### config.mk
export PLATFORM = sky130hd
export DESIGN_NAME = extended_euclid_gcd_core
export DESIGN_NICKNAME = d
export VERILOG_FILES = /design/src/rtl/eeg_pkg.sv /design/src/rtl/eeg_datapath.sv /design/src/rtl/eeg_ctrl.sv /design/src/rtl/extended_euclid_gcd_core.sv
export SDC_FILE = /design/constraint.sdc
export NUM_CORES = 2
export LEC_CHECK = 0
export BUFFER_PORTS_ARGS = -buffer_cell sky130_fd_sc_hd__buf_2
export CAP_MARGIN = 40
export CORE_UTILIZATION = 30
export CTS_BUF_LIST = sky130_fd_sc_hd__clkbuf_2 sky130_fd_sc_hd__clkbuf_4 sky130_fd_sc_hd__clkbuf_8
export DETAILED_ROUTE_END_ITERATION = 7
export PLACE_DENSITY = 0.44
export SLEW_MARGIN = 20
export SYNTH_ARGS = -nofsm -noshare
export SYNTH_HDL_FRONTEND = slang
export SYNTH_SLANG_ARGS = --single-unit
### constraint.sdc
create_clock -name clock -period 19.8 [get_ports clock]
set_clock_uncertainty 0.05 [all_clocks]
set_input_delay 1.98 -clock clock [delete_from_list [all_inputs] [get_ports clock]]
set_output_delay 1.98 -clock clock [all_outputs]
set_load 0.03 [all_outputs]
### src/rtl/eeg_pkg.sv
`timescale 1ns / 1ps
`default_nettype none
// -----------------------------------------------------------------------------
// eeg_pkg
// Shared types and constants for the extended Euclidean GCD core.
// -----------------------------------------------------------------------------
package eeg_pkg;

   // Output field widths, fixed by the interface
   localparam int unsigned DIVISOR_W = 31;
   localparam int unsigned COEFF_W   = 32;

   // Controller -> datapath commands
   typedef struct packed {
      logic load;       // capture operands, seed coefficients
      logic div_init;   // start a division of prev by cur
      logic div_step;   // one restoring-division bit
      logic mul;        // quotient times current coefficients
      logic update;     // advance remainder sequence
   } eeg_cmd_type;

   // Datapath -> controller status
   typedef struct packed {
      logic cur_zero;   // remainder sequence finished
      logic div_last;   // last quotient bit this cycle
   } eeg_status_type;

endpackage : eeg_pkg
`default_nettype wire

### src/rtl/eeg_datapath.sv
`timescale 1ns / 1ps
`default_nettype none
// -----------------------------------------------------------------------------
// eeg_datapath
// Remainder sequence registers, bit-serial restoring divider, coefficient
// multiply and update.
// -----------------------------------------------------------------------------
module eeg_datapath import eeg_pkg::*; #(
   parameter int unsigned OPERAND_BITS = 31
) (
   input  wire logic                    clock,
   input  wire logic                    reset,
   input  wire eeg_cmd_type             cmd,
   output eeg_status_type               status,
   input  wire logic [OPERAND_BITS-1:0] operand_a,
   input  wire logic [OPERAND_BITS-1:0] operand_b,
   output logic [DIVISOR_W-1:0]         divisor,
   output logic [COEFF_W-1:0]           coeff_x,
   output logic [COEFF_W-1:0]           coeff_y
);

   localparam int unsigned W     = OPERAND_BITS;
   localparam int unsigned CNT_W = $clog2(W);

   logic [W-1:0]       cur_ff, cur_in;
   logic [W-1:0]       prev_ff, prev_in;
   logic [W-1:0]       rem_ff, rem_in;
   logic [W-1:0]       quo_ff, quo_in;
   logic [CNT_W-1:0]   cnt_ff, cnt_in;
   logic [COEFF_W-1:0] cx_ff, cx_in, cy_ff, cy_in;
   logic [COEFF_W-1:0] px_ff, px_in, py_ff, py_in;
   logic [COEFF_W-1:0] prod_x_ff, prod_x_in, prod_y_ff, prod_y_in;

   logic [W:0]           shifted;
   logic [W:0]           cur_ext;
   logic                 ge;
   logic [COEFF_W-1:0]   q_lo;
   logic [COEFF_W-1:0]   mul_x, mul_y;

   // restoring division: one quotient bit per cycle, MSB first
   assign shifted = {rem_ff, quo_ff[W-1]};
   assign cur_ext = {1'b0, cur_ff};
   assign ge      = (shifted >= cur_ext);

   // only the low coefficient bits survive, so the quotient is resized to COEFF_W to match
   assign q_lo  = COEFF_W'(quo_ff);
   assign mul_x = q_lo * cx_ff;
   assign mul_y = q_lo * cy_ff;

   always_comb begin
      cur_in    = cur_ff;
      prev_in   = prev_ff;
      rem_in    = rem_ff;
      quo_in    = quo_ff;
      cnt_in    = cnt_ff;
      cx_in     = cx_ff;
      cy_in     = cy_ff;
      px_in     = px_ff;
      py_in     = py_ff;
      prod_x_in = prod_x_ff;
      prod_y_in = prod_y_ff;
      if (cmd.load) begin
         cur_in  = operand_a;
         prev_in = operand_b;
         cx_in   = COEFF_W'(1);
         cy_in   = '0;
         px_in   = '0;
         py_in   = COEFF_W'(1);
      end
      if (cmd.div_init) begin
         rem_in = '0;
         quo_in = prev_ff;
         cnt_in = '0;
      end
      if (cmd.div_step) begin
         rem_in = ge ? W'(shifted - cur_ext) : W'(shifted);
         quo_in = {quo_ff[W-2:0], ge};
         cnt_in = cnt_ff + CNT_W'(1);
      end
      if (cmd.mul) begin
         prod_x_in = mul_x;
         prod_y_in = mul_y;
      end
      if (cmd.update) begin
         px_in   = cx_ff;
         py_in   = cy_ff;
         cx_in   = px_ff - prod_x_ff;
         cy_in   = py_ff - prod_y_ff;
         prev_in = cur_ff;
         cur_in  = rem_ff;
      end
   end

   always_ff @(posedge clock) begin
      if (reset) begin
         cnt_ff <= '0;
      end else begin
         cnt_ff <= cnt_in;
      end
      cur_ff    <= cur_in;
      prev_ff   <= prev_in;
      rem_ff    <= rem_in;
      quo_ff    <= quo_in;
      cx_ff     <= cx_in;
      cy_ff     <= cy_in;
      px_ff     <= px_in;
      py_ff     <= py_in;
      prod_x_ff <= prod_x_in;
      prod_y_ff <= prod_y_in;
   end

   assign status.cur_zero = (cur_ff == '0);
   assign status.div_last = (cnt_ff == CNT_W'(W - 1));

   assign divisor = DIVISOR_W'(prev_ff);
   assign coeff_x = px_ff;
   assign coeff_y = py_ff;

endmodule : eeg_datapath
`default_nettype wire

### src/rtl/eeg_ctrl.sv
`timescale 1ns / 1ps
`default_nettype none
// -----------------------------------------------------------------------------
// eeg_ctrl
// Sequencer: zero check, division, multiply and update phases of each quotient step.
// -----------------------------------------------------------------------------
module eeg_ctrl import eeg_pkg::*; (
   input  wire logic           clock,
   input  wire logic           reset,
   input  wire logic           start,
   input  wire eeg_status_type status,
   output eeg_cmd_type         cmd,
   output logic                busy,
   output logic                done
);

   typedef enum logic [2:0] {
      ST_IDLE,
      ST_CHECK,
      ST_DIVIDE,
      ST_MULT,
      ST_UPDATE
   } state_type;

   state_type state_ff;
   logic      busy_ff;
   logic      done_ff;
   logic      accept;

   assign accept = start && !busy_ff;

   always_comb begin
      cmd          = '0;
      cmd.load     = accept;
      cmd.div_init = (state_ff == ST_CHECK) && !status.cur_zero;
      cmd.div_step = (state_ff == ST_DIVIDE);
      cmd.mul      = (state_ff == ST_MULT);
      cmd.update   = (state_ff == ST_UPDATE);
   end

   always_ff @(posedge clock) begin
      if (reset) begin
         state_ff <= ST_IDLE;
         busy_ff  <= 1'b0;
         done_ff  <= 1'b0;
      end else begin
         done_ff <= 1'b0;
         case (state_ff)
            ST_IDLE: begin
               if (accept) begin
                  state_ff <= ST_CHECK;
                  busy_ff  <= 1'b1;
               end
            end
            ST_CHECK: begin
               if (status.cur_zero) begin
                  state_ff <= ST_IDLE;
                  busy_ff  <= 1'b0;
                  done_ff  <= 1'b1;
               end else begin
                  state_ff <= ST_DIVIDE;
               end
            end
            ST_DIVIDE: begin
               if (status.div_last) begin
                  state_ff <= ST_MULT;
               end
            end
            ST_MULT: begin
               state_ff <= ST_UPDATE;
            end
            ST_UPDATE: begin
               state_ff <= ST_CHECK;
            end
            default: begin
               state_ff <= ST_IDLE;
               busy_ff  <= 1'b0;
            end
         endcase
      end
   end

   assign busy = busy_ff;
   assign done = done_ff;

endmodule : eeg_ctrl
`default_nettype wire

### src/rtl/extended_euclid_gcd_core.sv
`timescale 1ns / 1ps
`default_nettype none
// -----------------------------------------------------------------------------
// extended_euclid_gcd_core
// GCD of two unsigned operands with Bezout coefficients x, y: a*x + b*y = gcd.
//
// Channel   Ports                                      Handshake
// request   req_operand_a, req_operand_b               start && !busy
// response  rsp_divisor, rsp_coeff_x, rsp_coeff_y      rsp_valid, one cycle
//
// Each quotient step runs a zero check, a bit-serial restoring divider (one
// bit per cycle), a multiply and an update. One item is in flight at a
// time, busy is high meanwhile. Reset is synchronous and returns the core
// to idle. Results are not held back: rsp_valid lasts one cycle and fields
// hold until the next accept.
// -----------------------------------------------------------------------------
module extended_euclid_gcd_core import eeg_pkg::*; #(
   parameter int unsigned OPERAND_BITS = 31
) (
   input  wire logic                    clock,
   input  wire logic                    reset,
   input  wire logic                    start,
   output logic                         busy,
   input  wire logic [OPERAND_BITS-1:0] req_operand_a,
   input  wire logic [OPERAND_BITS-1:0] req_operand_b,
   output logic                         rsp_valid,
   output logic [DIVISOR_W-1:0]         rsp_divisor,
   output logic signed [COEFF_W-1:0]    rsp_coeff_x,
   output logic signed [COEFF_W-1:0]    rsp_coeff_y
);

   eeg_cmd_type        cmd;
   eeg_status_type     status;
   logic [COEFF_W-1:0] coeff_x;
   logic [COEFF_W-1:0] coeff_y;

   eeg_ctrl u_ctrl (
      .clock  (clock),
      .reset  (reset),
      .start  (start),
      .status (status),
      .cmd    (cmd),
      .busy   (busy),
      .done   (rsp_valid)
   );

   eeg_datapath #(
      .OPERAND_BITS (OPERAND_BITS)
   ) u_datapath (
      .clock     (clock),
      .reset     (reset),
      .cmd       (cmd),
      .status    (status),
      .operand_a (req_operand_a),
      .operand_b (req_operand_b),
      .divisor   (rsp_divisor),
      .coeff_x   (coeff_x),
      .coeff_y   (coeff_y)
   );

   assign rsp_coeff_x = $signed(coeff_x);
   assign rsp_coeff_y = $signed(coeff_y);

endmodule : extended_euclid_gcd_core
`default_nettype wire

==> out/metrics.csv <==
metric,value,unit
status,"complete, no violations",
final worst-path cycle share,0.408,
final wirelength,153000,um
FF-to-FF path depth,27,
syn avg cell area,9.55,um2
"Slowest-stage cell, CP",buf_4,
initial antenna violation count,13,
RSZ-0062 raised after global routing,no,
Final nets,6293,
Initial Util,0.303,
post-synth top area share,0.342,
"Hold-fix buffers, CTS",0,
DRC,0,
Syn Inst Count,5025,
reg2reg end,u_datapath.prod_y_ff[31]$_DFFE_PP_,
Async SR Flop Fraction,0,
die width,402,um
CTS tree,built,
worst-margin pin slew,1.02,ns
Startpoint Class,flip-flop,
"Data required, critical path",20.20,ns
Fin. Hold Viols,0,
Die ar.,162000,um2
critical path type,reg -> reg,
htree depth,2,
Worst R2R Start,u_datapath.quo_ff[8]$_DFFE_PP_,
site row count,146,
most frequent cell after synthesis,inv_1,
Vias/cell,4.79,
sum of negative setup slack,0,ns
post-route antenna net violation count,0,
hold path startpoint,u_datapath.cnt_ff[4]$_SDFFE_PP0P_,
Critical Path End Type,flip-flop,
"Largest stage delay, worst path",0.57,ns
postcts setup bufs,0,
Bufs and invs on worst path,8,
clock sinks,326,
cell type with the largest total area after synthesis,fa_1,
Yosys cell types,81,
share of cells above drive strength 1,0.0735,
prevailing post-synth register cell,edfxtp_1,
drt pass-1 iters,7,
Layout area overhead,9.09,%
GR Util All Layers,0.193,
Synth area leaders,"fa_1 34%, edfxtp_1 20%, ha_1 8.7%",
Port Buffer Count,161,
Max Cap Viol,0,
Most common cell on crit path,fa_1,
Worst Hold Path EP,u_datapath.cnt_ff[4]$_SDFFE_PP0P_,
WHS Path Cells,2,
routed vias,34446,
final setup fails,0,
WL/cell,21.3,um
Die Y,402,um
Synth Net Count,6246,
largest net degree at the start of global routing,124,
total CTS buffers,59,
Post-synth EDFFs,316,
Initial DRC Count,2063,
R2R setup slack,11.73,ns
gr ovfl total,0,
clk_lat worst skew,0.73,ns
clock-pin slew on the worst setup and hold paths,0.07,ns
CP top delay family,adder cells,
CP Data Arrival Time,8.47,ns
Yosys reg bits,326,
num ports,162,
CTS root buffer,clkbuf_8,
first-pass GRT wire length,238000,um
gpl congestion,0.883,
dpl hpwl,115000,um
maximum buffer depth of the clock tree,3,
"Cell Area, Synth",48000,um2
max-slew violations,0,
max frequency,124,MHz
CP max FO,40,
Hold Crit Class,reg -> reg,
# resized after CTS,0,
Core ar.,159000,um2
min cycle time layout,8.07,ns
number of global-route vias before repair,37431,
Rel. slew slack,0.321,
Syn. warnings,0,
"Seq/Total Area, Yosys",0.202,
commonest cells in the netlist,"843 x inv_1, 842 x nand2_1, 821 x fa_1",
cell families after synthesis:
group           Yosys count  share of synthesized area
compound gates          432                     0.0599
xor+xnor                229                     0.0418
fa+ha+maj              1156                      0.430
buf+inv                1103                     0.0867
flops                   326                      0.202
mux                      21                    0.00440
simple gates           1758                      0.176
placed cells by master (no fill, tap or decap), types with 17 or more instances in the layout:
master and count:
o21ai_0 96, and2_1 507, nor3_1 40, nor2b_1 20, a21oi_1 111, o21bai_1 17, xnor2_1 165, a211oi_1 20
inv_1 843, mux2i_1 20, buf_2 161, and3_1 77, nand3_1 31, buf_4 78, a21o_1 57, o21a_1 27
nand2b_1 25, xor2_1 64, fa_1 821, nand2_1 840, clkbuf_8 62, nor2_1 163, ha_1 335, edfxtp_1 316
clkbuf_4 20
per-layer routing:
metal	GRT usage	vias up	wire length, um
met3	0.0182	115	5960
met2	0.327	695	74200
met1	0.269	17974	70200
met5	0	-	0
met4	0.0374	0	2750
li1	-	15662	-
flip-flops by register name, indices dropped and copies added, names as in the netlist, 32 cells and up:
signal and flops:
u_datapath.coeff_x 32, u_datapath.coeff_y 32, u_datapath.cx_ff 32, u_datapath.cy_ff 32
u_datapath.prod_x_ff 32, u_datapath.prod_y_ff 32
worst register-to-register path, stage by stage, from the launching register on:
cell,delay (ns)
edfxtp_1,0.32
buf_4,0.24
buf_4,0.58
nand2_1,0.22
fa_1,0.42
inv_1,0.07
fa_1,0.43
fa_1,0.53
inv_1,0.05
fa_1,0.47
inv_1,0.05
fa_1,0.50
inv_1,0.06
fa_1,0.53
inv_1,0.05
fa_1,0.49
fa_1,0.42
ha_1,0.34
inv_1,0.09
nor2_1,0.05
o21a_1,0.17
o211a_1,0.24
o31ai_1,0.30
a31oi_1,0.16
or4_1,0.47
a31o_2,0.27
a21oi_2,0.16
xnor2_1,0.08
worst max-delay path by stage:
| stage | from | end | slack [ns] | cells past startpoint |
|---|---|---|---|---|
| 2_1_floorplan | u_datapath.quo_ff[7]$_DFFE_PP_ | u_datapath.prod_y_ff[31]$_DFFE_PP_ | 12.52 | 27 |
| 3_3_place_gp | u_datapath.quo_ff[8]$_DFFE_PP_ | u_datapath.prod_y_ff[31]$_DFFE_PP_ | 11.68 | 27 |
| 3_5_place_dp | u_datapath.quo_ff[8]$_DFFE_PP_ | u_datapath.prod_y_ff[31]$_DFFE_PP_ | 11.76 | 27 |
| 4_1_cts | u_datapath.quo_ff[8]$_DFFE_PP_ | u_datapath.prod_y_ff[31]$_DFFE_PP_ | 11.67 | 27 |
| 5_1_grt | u_datapath.quo_ff[8]$_DFFE_PP_ | u_datapath.prod_y_ff[31]$_DFFE_PP_ | 11.33 | 27 |
| 6_report | u_datapath.quo_ff[8]$_DFFE_PP_ | u_datapath.prod_y_ff[31]$_DFFE_PP_ | 11.73 | 27 |
stage by stage:
stage	worst slack [ns]	hold WS, ns	instance area (um2)	util	instances
after floorplan	12.52	0.402	48000	-	5025
after global routing	11.33	0.464	52400	0.330	7189
after global placement	11.68	0.415	51000	0.322	7077
after CTS	11.67	0.435	52300	0.330	7186
after detailed placement	11.76	0.422	51100	0.323	7082
final	11.73	0.427	52400	0.330	7191
layout make-up:
type,count,area (um2)
flip-flops and latches,326,9690
fillers,16636,106000
clock inverters,22,196
clock buffers,82,1000
well taps,2072,2590
inverters,843,3160
multi-input cells,3596,34200
diodes,4,10.0
repair buffers,246,1520
Power is not shown: default switching activity piles up to over one toggle a cycle in this logic, so the estimate is an artifact.
